`config.mk`:
```
export PLATFORM = sky130hd
export DESIGN_NAME = pft_queue
export DESIGN_NICKNAME = d
export VERILOG_FILES = /design/src/design/pft_pkg.sv /design/src/design/pft_queue.sv
export SDC_FILE = /design/constraint.sdc
export NUM_CORES = 1
export LEC_CHECK = 0
export BUFFER_PORTS_ARGS = -buffer_cell sky130_fd_sc_hd__buf_4
export CAP_MARGIN = 20
export CORE_ASPECT_RATIO = 0.75
export CORE_MARGIN = 5
export CORE_UTILIZATION = 51
export CTS_CLUSTER_SIZE = 30
export DETAILED_ROUTE_END_ITERATION = 12
export HOLD_SLACK_MARGIN = 0.06
export PLACE_DENSITY = 0.78
export SYNTH_ARGS = -nofsm -noshare
export SYNTH_HDL_FRONTEND = slang
export SYNTH_SLANG_ARGS = --single-unit
```
`constraint.sdc`:
```
create_clock -name aclk -period 2.2 [get_ports aclk]
set_clock_uncertainty 0.15 [all_clocks]
set_input_delay 0.22 -clock aclk [delete_from_list [all_inputs] [get_ports aclk]]
set_output_delay 0.22 -clock aclk [all_outputs]
set_load 0.01 [all_outputs]
```
`src/design/pft_pkg.sv`:
```
`timescale 1ns / 1ps
// ---------------------------------------------------------------------------
// Pair frequency table package
// Field widths, defaults, shared types and helpers for the pair counter block.
// ---------------------------------------------------------------------------
package pft_pkg;

    localparam int ID_W                = 8;
    localparam int INC_W               = 16;
    localparam int CFG_W               = 9;
    localparam int DEFAULT_MAX_ITEMS   = 256;
    localparam int DEFAULT_COUNT_WIDTH = 31;

    localparam logic [CFG_W-1:0] ITEM_COUNT_RESET = 9'd256;

    // Classification carried from the front end to the back end with each job
    typedef struct packed {
        logic             bad;
        logic [INC_W-1:0] increment;
    } pft_tag_t;

    typedef enum logic [1:0] {
        BACK_CLEAR,
        BACK_IDLE,
        BACK_UPDATE
    } pft_back_state_t;

    function automatic int pft_addr_width(input int depth);
        return (depth > 1) ? $clog2(depth) : 1;
    endfunction

endpackage

```
`src/design/pft_queue.sv`:
```
`timescale 1ns / 1ps
// ---------------------------------------------------------------------------
// Pair frequency table job queue
// Two-entry queue that decouples the front end from the back end.
// ---------------------------------------------------------------------------
module pft_queue #(
    parameter int DATA_W = 32
) (
    input  logic              aclk,
    input  logic              aresetn,
    input  logic              in_valid,
    output logic              in_ready,
    input  logic [DATA_W-1:0] in_data,
    output logic              out_valid,
    input  logic              out_ready,
    output logic [DATA_W-1:0] out_data
);
    import pft_pkg::*;

    localparam int DEPTH = 2;
    localparam int PTR_W = $clog2(DEPTH);
    localparam int CNT_W = $clog2(DEPTH + 1);

    logic [DATA_W-1:0] entry_reg [DEPTH];
    logic [PTR_W-1:0]  wr_ptr_reg, wr_ptr_next;
    logic [PTR_W-1:0]  rd_ptr_reg, rd_ptr_next;
    logic [CNT_W-1:0]  count_reg, count_next;
    logic              push, pop;

    assign in_ready  = (count_reg != CNT_W'(DEPTH));
    assign out_valid = (count_reg != '0);
    assign out_data  = entry_reg[rd_ptr_reg];
    assign push      = in_valid && in_ready;
    assign pop       = out_valid && out_ready;

    always_comb begin
        wr_ptr_next = push ? wr_ptr_reg + PTR_W'(1) : wr_ptr_reg;
        rd_ptr_next = pop ? rd_ptr_reg + PTR_W'(1) : rd_ptr_reg;
        count_next  = count_reg;
        if (push && !pop) begin
            count_next = count_reg + CNT_W'(1);
        end else if (pop && !push) begin
            count_next = count_reg - CNT_W'(1);
        end
    end

    always_ff @(posedge aclk) begin
        if (!aresetn) begin
            wr_ptr_reg <= '0;
            rd_ptr_reg <= '0;
            count_reg  <= '0;
        end else begin
            wr_ptr_reg <= wr_ptr_next;
            rd_ptr_reg <= rd_ptr_next;
            count_reg  <= count_next;
        end
        if (push) begin
            entry_reg[wr_ptr_reg] <= in_data;
        end
    end

endmodule

```
# Word level (Yosys, flattened, before mapping)
# Memory sizes are Yosys's and may differ from the RTL's. A register that Yosys moved wholly into a read port is not among the register bits.
# Index checks and enable logic that the tools add are counted.
# totals
regBits	4
ram_bits	64
inputBits	36
n_memories	1
# mem_list
memory	depth	width	rd	rd_ports_with_merged_regs	write_ports	line_no	rtl
entry_reg	2	32	1	1	1	pft_queue.sv:24	logic [DATA_W-1:0] entry_reg [DEPTH];
# classes
add_sub_neg	4
n_eq_ne	1
n_mux	6
reduce_logical	8
# ops
cell	count
$logic_and 1x1->1	4
$mux 1	4
$mux 2	2
$reduce_bool 2->1	2
$add 1x1->1 const B	2
$add 2x1->2 const B	1
$logic_not 1->1	2
$ne 2x2->1 const B	1
$sub 2x1->2 const B	1

# Depth between registers and ports, before layout
# logic_depth
depth_word	6
ltp_mapped	6

# Worst setup path before layout
# No wires, ideal clock.
# synth_timing
path_kind	register to register
startpoint	register count_reg[0]
endpoint	memory entry_reg[1][0] (enable)
setup_ns	0.392
arrival_ns	1.408
required_time_ns	1.658
path_slack_ns	0.249
stages_incl_launch_ff	3
path_buffers	0
period_less_slack_ns	1.951
path_cell_list	dfxtp_1 > nand2b_4 > and3_1
# synth_via
elab_chain_len	4
# synth_rtl
item	line_no	rtl
from (decl)	pft_queue.sv:27	logic [CNT_W-1:0] count_reg, count_next;
from (signal assigned)	pft_queue.sv:55	count_reg <= count_next;
$ne 2x2->1	pft_queue.sv:30	assign in_ready = (count_reg != CNT_W'(DEPTH));
via in_ready	pft_queue.sv:12	output logic in_ready,
$logic_and 1x1->1	pft_queue.sv:33	assign push = in_valid && in_ready;
$mux 1	pft_queue.sv:57	if (push) begin
$mux 1 (not written as such)	pft_queue.sv:58	entry_reg[wr_ptr_reg] <= in_data;
to (decl)	pft_queue.sv:24	
# The timed path passes the listed nets, and every way through them passes these cells.

==> results.py <==
metrics = {
    "run": {
        "drv_cap": 0,
    },
    "worst_setup_path": {
        "crit_required_ps": 1830,
        "cp_max_fo": 17,
        "path_class": "flip-flop to output pin",
        "critPathArrivalTime_ps": 1450,
        "startpoint_type": "flip-flop",
        "r2r_slack_ps": 450,
        "end_kind": "output pin",
    },
    "synthesis": {
        "ys_types": 21,
        "yosysSeqAreaShare_pct": 79.3,
        "synth_edf_count": 64,
        "syn_area_mm2": 0.00255,
        "syn_inst": 124,
        "synth_fp_nets": 161,
        "ys.flop_type": "edfxtp_1",
        "ys_seq_elements": 69,
        "avgSynthCellArea_um2": 20.6,
        "ys_warn_count": 0,
        "async_flop_share_pct": 0,
    },
    "finish": {
        "largest_register_ffs": 64,
        "area_growth_pct": 43.0,
        "finish.utilization_pct": 74.9,
        "fillers": 284,
        "antenna_cells": 0,
        "drive_above_1_share_pct": 48.0,
        "seqCellArea_mm2": 0.00202,
        "layout.nets": 276,
        "fin_cells": 304,
        "multi_input_area_um2": 499,
        "final_common_cell": "buf_4",
        "final_cell_mix": "buf_4, edfxtp_1, dlygate4sd3_1",
    },
    "clock_network": {
        "tritoncts": "built",
        "clkSlewWorstSetupHoldPaths_ps": 60,
        "cts_buffer_depth": 2,
        "cts_max_level": 3,
        "post_cts_buffers": 0,
        "cts_buffers": 9,
        "cts-root-buf": "clkbuf_8",
        "clk_latency_ps": 330,
        "clock_sinks": 69,
    },
    "die": {
        "die_x_um": 91.7,
        "pin_count": 70,
        "die_area_mm2": 0.00653,
        "coreArea_mm2": 0.00487,
        "initial_utilization_pct": 52.4,
        "die_y_um": 71.3,
        "fp-row-count": 22,
    },
    "routing": {
        "firstDrtPassIters": 4,
        "avgViaCountPerCell": 4.77,
        "avgRoutedWirePerCell_um": 16.0,
        "vias": 1450,
        "detail-route-antenna-nets": 0,
        "drtIter0Drc": 75,
        "wl_um": 4880,
        "drc": 0,
    },
    "grt": {
        "grt_pass1_wl_um": 7830,
        "grt_remaining_overflow": 0,
        "antenna_found_initial": 0,
        "first_global_vias": 1623,
        "grt_usage_pct": 16.2,
        "grt_max_degree": 33,
    },
    "place": {
        "dp_hpwl_um": 3230,
        "portBuffers": 69,
        "dp.cells": 254,
        "globalplace.congestion": 0.679,
    },
    "timing": {
        "setup_viol": 0,
        "max_freq_mhz": 549,
        "slew_headroom_pct": 71.4,
        "rsz0062_at_grt": "no",
        "tightest_slew_ps": 429,
        "min_period_ps": 1820,
        "finalCritPeriodShare_pct": 82.7,
        "finalHoldViolCount": 0,
        "tns_ps": 0,
        "final_max_slew_viol_count": 0,
    },
    "outcome": {
        "status": "finished clean",
    },
    "min_path": {
        "min_path_type": "input pin to flip-flop",
    },
    "power": {
        "leakagePower_nw": 1.40,
        "ir_worst_vdd_mv": 0.621,
        "p_comb_share_pct": 30.7,
        "p_switching_uw": 959,
        "internal_power_mw": 2.66,
        "power.share.sequential_pct": 47.2,
        "powerDensity_mw_per_mm2": 993,
        "pwr-share-clk_pct": 22.1,
        "power_mw": 3.62,
        "netSwitchingFraction_pct": 26.5,
    },
}
worst max-delay path, stage by stage (launching register included):
cell,delay (ps)
dfxtp_1,330
buf_4,250
mux2_2,380
buf_4,150
synthesized netlist by cell type, types with 2 or more instances:
cell / number / area, um^2
edfxtp_1: 64 / 1920
buf_4: 3 / 22.5
mux2_1: 2 / 22.5
xnor2_1: 2 / 17.5
dfxtp_1: 5 / 100
and2_1: 4 / 25.0
mux2_2: 30 / 338
final timing paths:
path | start | end | cells past startpoint
setup / recovery | flip-flop | out_data[23] | 3
hold / removal | out_ready | flip-flop | 4
setup reg to reg | count_reg[0]$_SDFFE_PN0P_ | count_reg[1]$_SDFFE_PN0P_ | 5
hold reg to reg | count_reg[1]$_SDFFE_PN0P_ | count_reg[1]$_SDFFE_PN0P_ | 2
cells by family (layout without fill, tap and decap cells):
kind of cell    count (synthesis)  count (layout)  synth area share, %
compound gates                  5               5                 1.37
xor+xnor                        3               3                 1.03
fa+ha+maj                       1               1                0.490
buf+inv                         5             125                 1.18
flops                          69              69                 79.3
mux                            32              32                 14.1
simple gates                    9               9                 2.55
power groups by stage:
stage | clock, mW | combinational (mW) | sequential [mW]
after floorplan | 0 | 0.613 | 1.72
after global placement | 0 | 1.05 | 1.72
after detailed placement | 0 | 1.07 | 1.74
after CTS | 0.826 | 1.13 | 1.71
after global routing | 0.889 | 1.20 | 1.72
final | 0.800 | 1.11 | 1.71
final cells by class:
cell class | count | area share (%)
Sequential cell | 69 | 55.4
Multi-Input combinational cell | 50 | 13.7
Inverter | 1 | 0.103
Clock inverter | 3 | 0.343
Clock buffer | 13 | 3.81
Timing Repair Buffer | 108 | 24.6
Tap cell | 60 | 2.06
stage by stage:
stage | cell area (um^2) | setup WS [ps] | hold slack, ps
floorplan | 2550 | 249 | 169
global placement | 3160 | 550 | 255
detailed placement | 3160 | 452 | 259
CTS | 3650 | 350 | 213
global route | 3650 | 291 | 224
finish | 3650 | 380 | 230
what timing repair did:
| item | 4_1_cts | 5_1_grt |
|---|---|---|
| hold buffers | 34 | 0 |
| resized for setup | 0 | 0 |
| endpoints found under the hold margin | 69 | 0 |
metal layers:
metal,GRT usage (%),share of wire (%),vias up
met5,0,0,-
met3,7.03,8.0,7
met2,27.4,50,53
li1,-,-,707
met1,18.4,41,683
met4,6.52,1.2,0
Power figures use the tool's default switching activity.
