==> src/design/pft_pkg.sv <==
`timescale 1ns / 1ps
// ---------------------------------------------------------------------------
// Pair frequency table package
// Field widths, defaults, shared types and helpers for the pair counter block.
// ---------------------------------------------------------------------------
package pft_pkg;

    localparam int ID_W                = 8;
    localparam int INC_W               = 16;
    localparam int CFG_W               = 9;
    localparam int DEFAULT_MAX_ITEMS   = 256;
    localparam int DEFAULT_COUNT_WIDTH = 31;

    localparam logic [CFG_W-1:0] ITEM_COUNT_RESET = 9'd256;

    // Classification carried from the front end to the back end with each job
    typedef struct packed {
        logic             bad;
        logic [INC_W-1:0] increment;
    } pft_tag_t;

    typedef enum logic [1:0] {
        BACK_CLEAR,
        BACK_IDLE,
        BACK_UPDATE
    } pft_back_state_t;

    function automatic int pft_addr_width(input int depth);
        return (depth > 1) ? $clog2(depth) : 1;
    endfunction

endpackage

==> src/design/pft_front.sv <==
`timescale 1ns / 1ps
// ---------------------------------------------------------------------------
// Pair frequency table front end
// Holds the item count, orders each pair, checks it and computes its slot.
// ---------------------------------------------------------------------------
module pft_front #(
    parameter int MAX_ITEMS = pft_pkg::DEFAULT_MAX_ITEMS
) (
    input  logic                       aclk,
    input  logic                       aresetn,
    // configuration
    input  logic                       cfg_valid,
    input  logic [pft_pkg::CFG_W-1:0]  cfg_data,
    // input items
    input  logic                       s_valid,
    output logic                       s_ready,
    input  logic [pft_pkg::ID_W-1:0]   s_first_id,
    input  logic [pft_pkg::ID_W-1:0]   s_second_id,
    input  logic [pft_pkg::INC_W-1:0]  s_increment,
    // back end busy with its clearing pass
    input  logic                       clear_busy,
    // classified jobs
    output logic                       job_valid,
    input  logic                       job_ready,
    output pft_pkg::pft_tag_t          job_tag,
    output logic [pft_pkg::pft_addr_width(MAX_ITEMS * (MAX_ITEMS - 1) / 2)-1:0] job_slot
);
    import pft_pkg::*;

    localparam int TABLE_DEPTH = MAX_ITEMS * (MAX_ITEMS - 1) / 2;
    localparam int SLOT_W      = pft_addr_width(TABLE_DEPTH);
    localparam int PROD_W      = 2 * ID_W + 2;

    logic [CFG_W-1:0]  item_count_reg;
    logic              job_valid_reg, job_valid_next;
    pft_tag_t          tag_reg, tag_next;
    logic [SLOT_W-1:0] slot_reg, slot_next;

    logic              accept;
    logic [CFG_W-1:0]  n_eff;
    logic [ID_W-1:0]   lo, hi;
    logic [CFG_W:0]    row_span;
    logic [PROD_W-1:0] row_prod;
    logic [PROD_W-1:0] slot_full;
    logic              pair_bad;

    assign s_ready = !clear_busy && (!job_valid_reg || job_ready);
    assign accept  = s_valid && s_ready;

    always_ff @(posedge aclk) begin
        if (!aresetn) begin
            item_count_reg <= ITEM_COUNT_RESET;
        end else if (cfg_valid) begin
            item_count_reg <= cfg_data;
        end
    end

    // Slot of (lo, hi) is lo*(2n-lo-1)/2 + (hi-lo-1); the product is always even.
    always_comb begin
        if (32'(item_count_reg) > 32'(MAX_ITEMS)) begin
            n_eff = CFG_W'(MAX_ITEMS);
        end else begin
            n_eff = item_count_reg;
        end
        lo        = (s_first_id < s_second_id) ? s_first_id : s_second_id;
        hi        = (s_first_id < s_second_id) ? s_second_id : s_first_id;
        row_span  = {n_eff, 1'b0} - (CFG_W + 1)'(lo) - (CFG_W + 1)'(1);
        row_prod  = PROD_W'(lo) * PROD_W'(row_span);
        slot_full = (row_prod >> 1) + PROD_W'(hi - lo - ID_W'(1));
        pair_bad  = (s_first_id == s_second_id)
                 || ({1'b0, s_first_id} >= n_eff)
                 || ({1'b0, s_second_id} >= n_eff)
                 || (32'(slot_full) >= 32'(TABLE_DEPTH));
    end

    always_comb begin
        job_valid_next = job_valid_reg;
        tag_next       = tag_reg;
        slot_next      = slot_reg;
        if (accept) begin
            job_valid_next     = 1'b1;
            tag_next.bad       = pair_bad;
            tag_next.increment = s_increment;
            slot_next          = SLOT_W'(slot_full);
        end else if (job_ready) begin
            job_valid_next = 1'b0;
        end
    end

    always_ff @(posedge aclk) begin
        if (!aresetn) begin
            job_valid_reg <= 1'b0;
        end else begin
            job_valid_reg <= job_valid_next;
        end
        tag_reg  <= tag_next;
        slot_reg <= slot_next;
    end

    assign job_valid = job_valid_reg;
    assign job_tag   = tag_reg;
    assign job_slot  = slot_reg;

endmodule

==> config.mk <==
export PLATFORM = sky130hd
export DESIGN_NAME = pft_front
export DESIGN_NICKNAME = d
export VERILOG_FILES = /design/src/design/pft_pkg.sv /design/src/design/pft_front.sv
export SDC_FILE = /design/constraint.sdc
export NUM_CORES = 1
export LEC_CHECK = 0
export BUFFER_PORTS_ARGS = -buffer_cell sky130_fd_sc_hd__buf_2
export CAP_MARGIN = 15
export CORE_MARGIN = 3
export CORE_UTILIZATION = 55
export DETAILED_ROUTE_END_ITERATION = 8
export HOLD_SLACK_MARGIN = 0.15
export PLACE_DENSITY = 0.84
export SYNTH_ARGS = -nofsm -noshare
export SYNTH_HDL_FRONTEND = slang
export SYNTH_SLANG_ARGS = --single-unit
export TNS_END_PERCENT = 5
==> constraint.sdc <==
create_clock -name aclk -period 19.8 [get_ports aclk]
set_input_delay 0.99 -clock aclk [delete_from_list [all_inputs] [get_ports aclk]]
set_output_delay 0.99 -clock aclk [all_outputs]
set_load 0.1 [all_outputs]
Word-level counts from Yosys, hierarchy flattened:

Index checks and enable logic that the tools add are counted.

* flip-flop bits (word level): 42
* input port bits: 47
* output and inout port bits: 34

* $add $sub $neg: 5
* multiply operators: 1
* $lt $le $gt $ge: 5
* eq/ne operators: 1
* muxes and demuxes: 5
* reductions and logical operators: 9

Operators with widths (number)
* adder 17 x 18 -> 18 bit: 1
* greater-or-equal comparator 18 x 15 -> 1 bit, second input constant: 1
* greater-or-equal comparator 8 x 9 -> 1 bit: 2
* multiplier 8 x 10 -> 18 bit: 1
* two-way mux 8 bit: 2
* subtractor 10 x 1 -> 10 bit, second input constant: 1
* subtractor 10 x 8 -> 10 bit: 1
* subtractor 9 x 2 -> 10 bit, second input constant: 1
* greater-than comparator 9 bit, second input constant: 1
* two-way mux 9 bit: 1
* subtractor 8 x 8 -> 9 bit: 1
* == test 8 bit: 1
* < comparator 8 bit: 1
* logical OR 1 bit: 4
* logical AND 1 bit: 2
* zero test 1 bit: 2
* two-way mux 1 bit: 2
* nonzero test 2 bit: 1

Longest topological paths before layout:

* word-level depth: 8
* mapped depth: 43

Worst setup path before layout:

No wires, ideal clock.

* path kind: input -> register
* start: input s_second_id[2] (netlist name)
* end: register tag_reg (netlist bit job_tag[16]) (data pin)
* data arrival time: 8.935 ns
* slack: 10.598 ns
* stages: 38
* cell sequence: inv_1 ha_1 o21ai_1 a21oi_1 o21a_4 nor2_1 clkbuf_1 nor2_1 a21oi_1 clkbuf_1 ha_1 a21o_1 a21oi_1 o21bai_1 a21oi_1 xnor2_1 or2_2 fa_1 [2 not listed] fa_1 inv_1 fa_1 inv_1 ha_1 inv_1 o21bai_1 a21oi_1 o21ai_0 or4_1 a31o_2 a21oi_1 xnor2_1 ha_1 nand2_1 o41ai_1 xnor2_1 nand4_1

* longest elaborated chain between the ends: 8
* elaborated cells on any way between the ends: 15
* classes of those cells: add/sub: 5; mul: 1; order compare: 3; eq/ne: 1; mux: 2; reduce/logical: 3

RTL lines
* from (decl): RTL line pft_front.sv:18 `input logic [pft_pkg::ID_W-1:0] s_second_id,`
* < comparator 8 bit: RTL line pft_front.sv:65, pft_front.sv:66
* two-way mux 8 bit: RTL line pft_front.sv:65 `lo = (s_first_id < s_second_id) ? s_first_id : s_second_id;`
* subtractor 10 x 8 -> 10 bit: RTL line pft_front.sv:67 `row_span = {n_eff, 1'b0} - (CFG_W + 1)'(lo) - (CFG_W + 1)'(1);`
* subtractor 10 x 1 -> 10 bit: RTL line pft_front.sv:67
* multiplier 8 x 10 -> 18 bit: RTL line pft_front.sv:68 `row_prod = PROD_W'(lo) * PROD_W'(row_span);`
* adder 17 x 18 -> 18 bit: RTL line pft_front.sv:69 `slot_full = (row_prod >> 1) + PROD_W'(hi - lo - ID_W'(1));`
* greater-or-equal comparator 18 x 15 -> 1 bit: RTL line pft_front.sv:73 `|| (32'(slot_full) >= 32'(TABLE_DEPTH));`
* logical OR 1 bit *: RTL line pft_front.sv:73
* net pair_bad: RTL line pft_front.sv:45 `logic pair_bad;`
* to (signal assigned): RTL line pft_front.sv:96 `tag_reg <= tag_next;`
* to (decl): RTL line pft_front.sv:36 `pft_tag_t tag_reg, tag_next;`

The timed path passes the listed nets; every way through them passes the cells marked *.
A chain may end at the register's enable or synchronous reset.

Worst setup path in the final report:

* start: input s_second_id[7] (netlist name)
* end: register tag_reg (netlist bit job_tag[16]) (data pin)

* longest elaborated chain between the ends: 8
* elaborated cells on any way between the ends: 15
* classes of those cells: add/sub: 5; mul: 1; order compare: 3; eq/ne: 1; mux: 2; reduce/logical: 3

RTL lines
* < comparator 8 bit: RTL line pft_front.sv:65, pft_front.sv:66
* two-way mux 8 bit: RTL line pft_front.sv:65
* subtractor 10 x 8 -> 10 bit: RTL line pft_front.sv:67
* subtractor 10 x 1 -> 10 bit: RTL line pft_front.sv:67
* multiplier 8 x 10 -> 18 bit: RTL line pft_front.sv:68
* adder 17 x 18 -> 18 bit *: RTL line pft_front.sv:69
* net slot_full[14]: RTL line pft_front.sv:44 `logic [PROD_W-1:0] slot_full;`
* greater-or-equal comparator 18 x 15 -> 1 bit *: RTL line pft_front.sv:73
* logical OR 1 bit *: RTL line pft_front.sv:73
* net pair_bad: RTL line pft_front.sv:45

Marks and branches as above.

==> run summary <==
full die area -> 12190 sq um
Tmin final -> 10.60 ns
Commonest cells post-synth -> 96 x inv_1, 94 x nor2_1, 88 x ha_1
Port Buffers -> 80
compound-cell area share of the yosys netlist -> 0.1311
Place WS -> 9.070 ns
Post-CTS Setup Bufs -> 0
Worst Tran Pin Value -> 1.046 ns
fin. max-slew vios -> 0
final setup vio count -> 0
XOR/XNOR share of the synthesized area -> 0.06700
via count -> 4954
Post-Synthesis Cells -> 668
CP required -> 19.86 ns
Synth Area per Inst -> 8.974 sq um
worst r2r src -> item_count_reg[8]$_SDFFE_PN1P_
top area cells in the synthesized netlist -> ha_1 18%, fa_1 17%, edfxtp_1 16%
vias in the first global route -> 5257
RR Endpoint -> job_tag[16]$_DFFE_PP_
top-count cell post-synth -> inv_1
period utilization -> 0.5356
adder-cell area share of the yosys netlist -> 0.3507
Fill cells -> 885
Inst Count DP -> 875
nets@finish -> 931
Area Growth Syn to Fin -> 10.50%
Crit path max-delay family -> adder cells
Post-synth EDFFs -> 32
PostCTS Resize Cnt -> 0
post-synthesis sequential area ratio -> 0.1937
critical path class -> primary input to flop
main combinational cell family by area after synthesis -> adder cells
HP Class -> flop to flop
Layout Cells excl Fill -> 883
clock latency on the worst-skew pair -> 0.31 ns
clock tree root buffer cell -> clkbuf_8
Initial Utilization -> 0.5729
Routed wire per std cell -> 15.33 um
Synth top area share -> 0.1837
initial antenna violation count -> 0
crit path buf inv count -> 6
Worst Reg2Reg Path Length in Cells -> 31
max reg flops -> 17
htree depth -> 2
# rows -> 37
# IOs -> 81
post-synthesis mux area share -> 0.02046
number of synthesized register bits -> 42
clk buf depth -> 2
Setup TNS -> 0 ns
Worst Setup End Kind -> flop
core area -> 10460 sq um
ant diodes -> 0
TritonCTS Buffers -> 5
worst relative slew slack -> 0.3030
drt first pass iters -> 5
Worst setup SP type -> primary input
Min-Delay Path Depth -> 2
Fmax achieved -> 94.30 MHz
unrepaired setup endpoints after global routing -> no
Synth Warn # -> 0
Via density -> 5.610
Main synth FF type -> edfxtp_1
Hold Crit Start -> item_count_reg[4]$_SDFFE_PN0P_
layout cell share with drive strength beyond 1 -> 0.1566
global-route wire length before repair -> 23520 um
clk slew on worst S/H paths -> 0.10 ns
Worst R2R Setup Slack -> 11.64 ns
Mapped Area -> 5994 sq um
WL final -> 13540 um
Synth area leader -> ha_1
Die H -> 110.4 um
Worst Hold Endpoint -> item_count_reg[4]$_SDFFE_PN0P_
post-synthesis share of cell area spent on and, or, nand and nor gates -> 0.1664
Max Cap Viol -> 0
Yosys cell types -> 62
outcome -> complete, no violations
endpoints failing hold -> 0
gr usage total -> 0.2289
Max stage delay on crit path -> 0.83 ns
arrival time worst endpoint -> 10.67 ns
CP Max Fanout -> 15
Hold Buf Count CTS -> 0
DRT antenna net count -> 0
Post-route DRC -> 0
Synth async-reset ratio -> 0
gp weighted congestion -> 0.8615
TritonCTS clock tree -> done
CP max-delay cell -> a21oi_1
1st-iter DRT viols -> 240
Mapped Nets -> 853
pin count of the biggest net entering global routing -> 33
Die Wd -> 110.4 um
clk sink count -> 42
Final Skew -> 0.01121 ns
Final Worst Setup Slack -> 9.196 ns
hpwl dp -> 11380 um
Remaining Overflow, GRT -> 0
[cells in the final DEF (no fill, tap or decap), types with 3 or more instances in the layout]
cell	instances
inv_1	96
nor2_1	94
ha_1	88
buf_2	80
fa_1	50
a21oi_1	39
xnor2_1	32
edfxtp_1	32
nand2_1	31
nand2b_1	16
nor2b_1	13
o21ai_0	13
xor2_1	12
nor3_1	12
a21o_1	11
o21bai_1	10
mux2i_1	10
dfxtp_1	10
or2_2	9
nor4_1	8
a31oi_1	6
o21a_1	5
clkbuf_8	5
and2_1	4
a311oi_1	4
a211oi_1	3
or3_1	3
o41ai_1	3
buf_4	3
[per-layer routing]
layer	vias up	global-route usage	routed length, um
li1	2400	-	-
met1	2366	0.2846	5830
met2	161	0.4074	6632
met3	27	0.02849	655
met4	0	0.08128	420
met5	-	0	0
[area by class of cell]
cell class	instances	area (sq um)	share of cell area
Clock buffer	5	68.82	0.01039
Inverter	97	364.1	0.05497
Timing Repair Buffer	83	422.9	0.06385
Sequential cell	42	1161	0.1753
Tap cell	136	170.2	0.02569
Multi-Input combinational cell	517	4413	0.6662
Clock inverter	3	23.77	0.003589
[worst max-delay path by stage]
stage / from / to / slack, ns / cells past startpoint
after floorplan: s_second_id[2] / job_tag[16]$_DFFE_PP_ / 10.60 / 38
after global placement: s_second_id[7] / job_tag[16]$_DFFE_PP_ / 9.34 / 36
after detailed placement: s_second_id[7] / job_tag[16]$_DFFE_PP_ / 9.07 / 36
after CTS: s_second_id[7] / job_tag[16]$_DFFE_PP_ / 9.39 / 36
after global routing: s_second_id[7] / job_tag[16]$_DFFE_PP_ / 8.49 / 37
final: s_second_id[7] / job_tag[16]$_DFFE_PP_ / 9.20 / 36
[through the flow]
| step | hold slack, ns | utilization | area, sq um |
|---|---|---|---|
| after floorplan | 0.4742 | - | 5995 |
| after global placement | 0.4955 | 0.6243 | 6531 |
| after detailed placement | 0.5123 | 0.6243 | 6531 |
| after CTS | 0.5317 | 0.6331 | 6624 |
| after global routing | 0.5665 | 0.6331 | 6624 |
| final | 0.5282 | 0.6331 | 6624 |
[worst reg2reg max path, delay by kind of cell, from the launching register on]
family | cells | cell delay (ns)
AND/OR/NAND/NOR | 6 | 1.43
AO/OA/AOI/OAI | 9 | 2.00
flip-flops | 1 | 0.39
adder cells (fa/ha/maj) | 7 | 3.03
buffers and inverters | 6 | 0.54
XOR/XNOR | 3 | 0.53
[cell families after synthesis]
logic type,count (synthesis)
DFF,42
adders and majority gates,138
other,1
buffers and inverters,109
xor gates and xnor gates,45
AOI/OAI and AO/OA,113
muxes,12
and+or+nand+nor,208
Power is left out: the tool's default activity adds up to more than one toggle a clock period on the data nets, which glitch-free logic cannot reach.
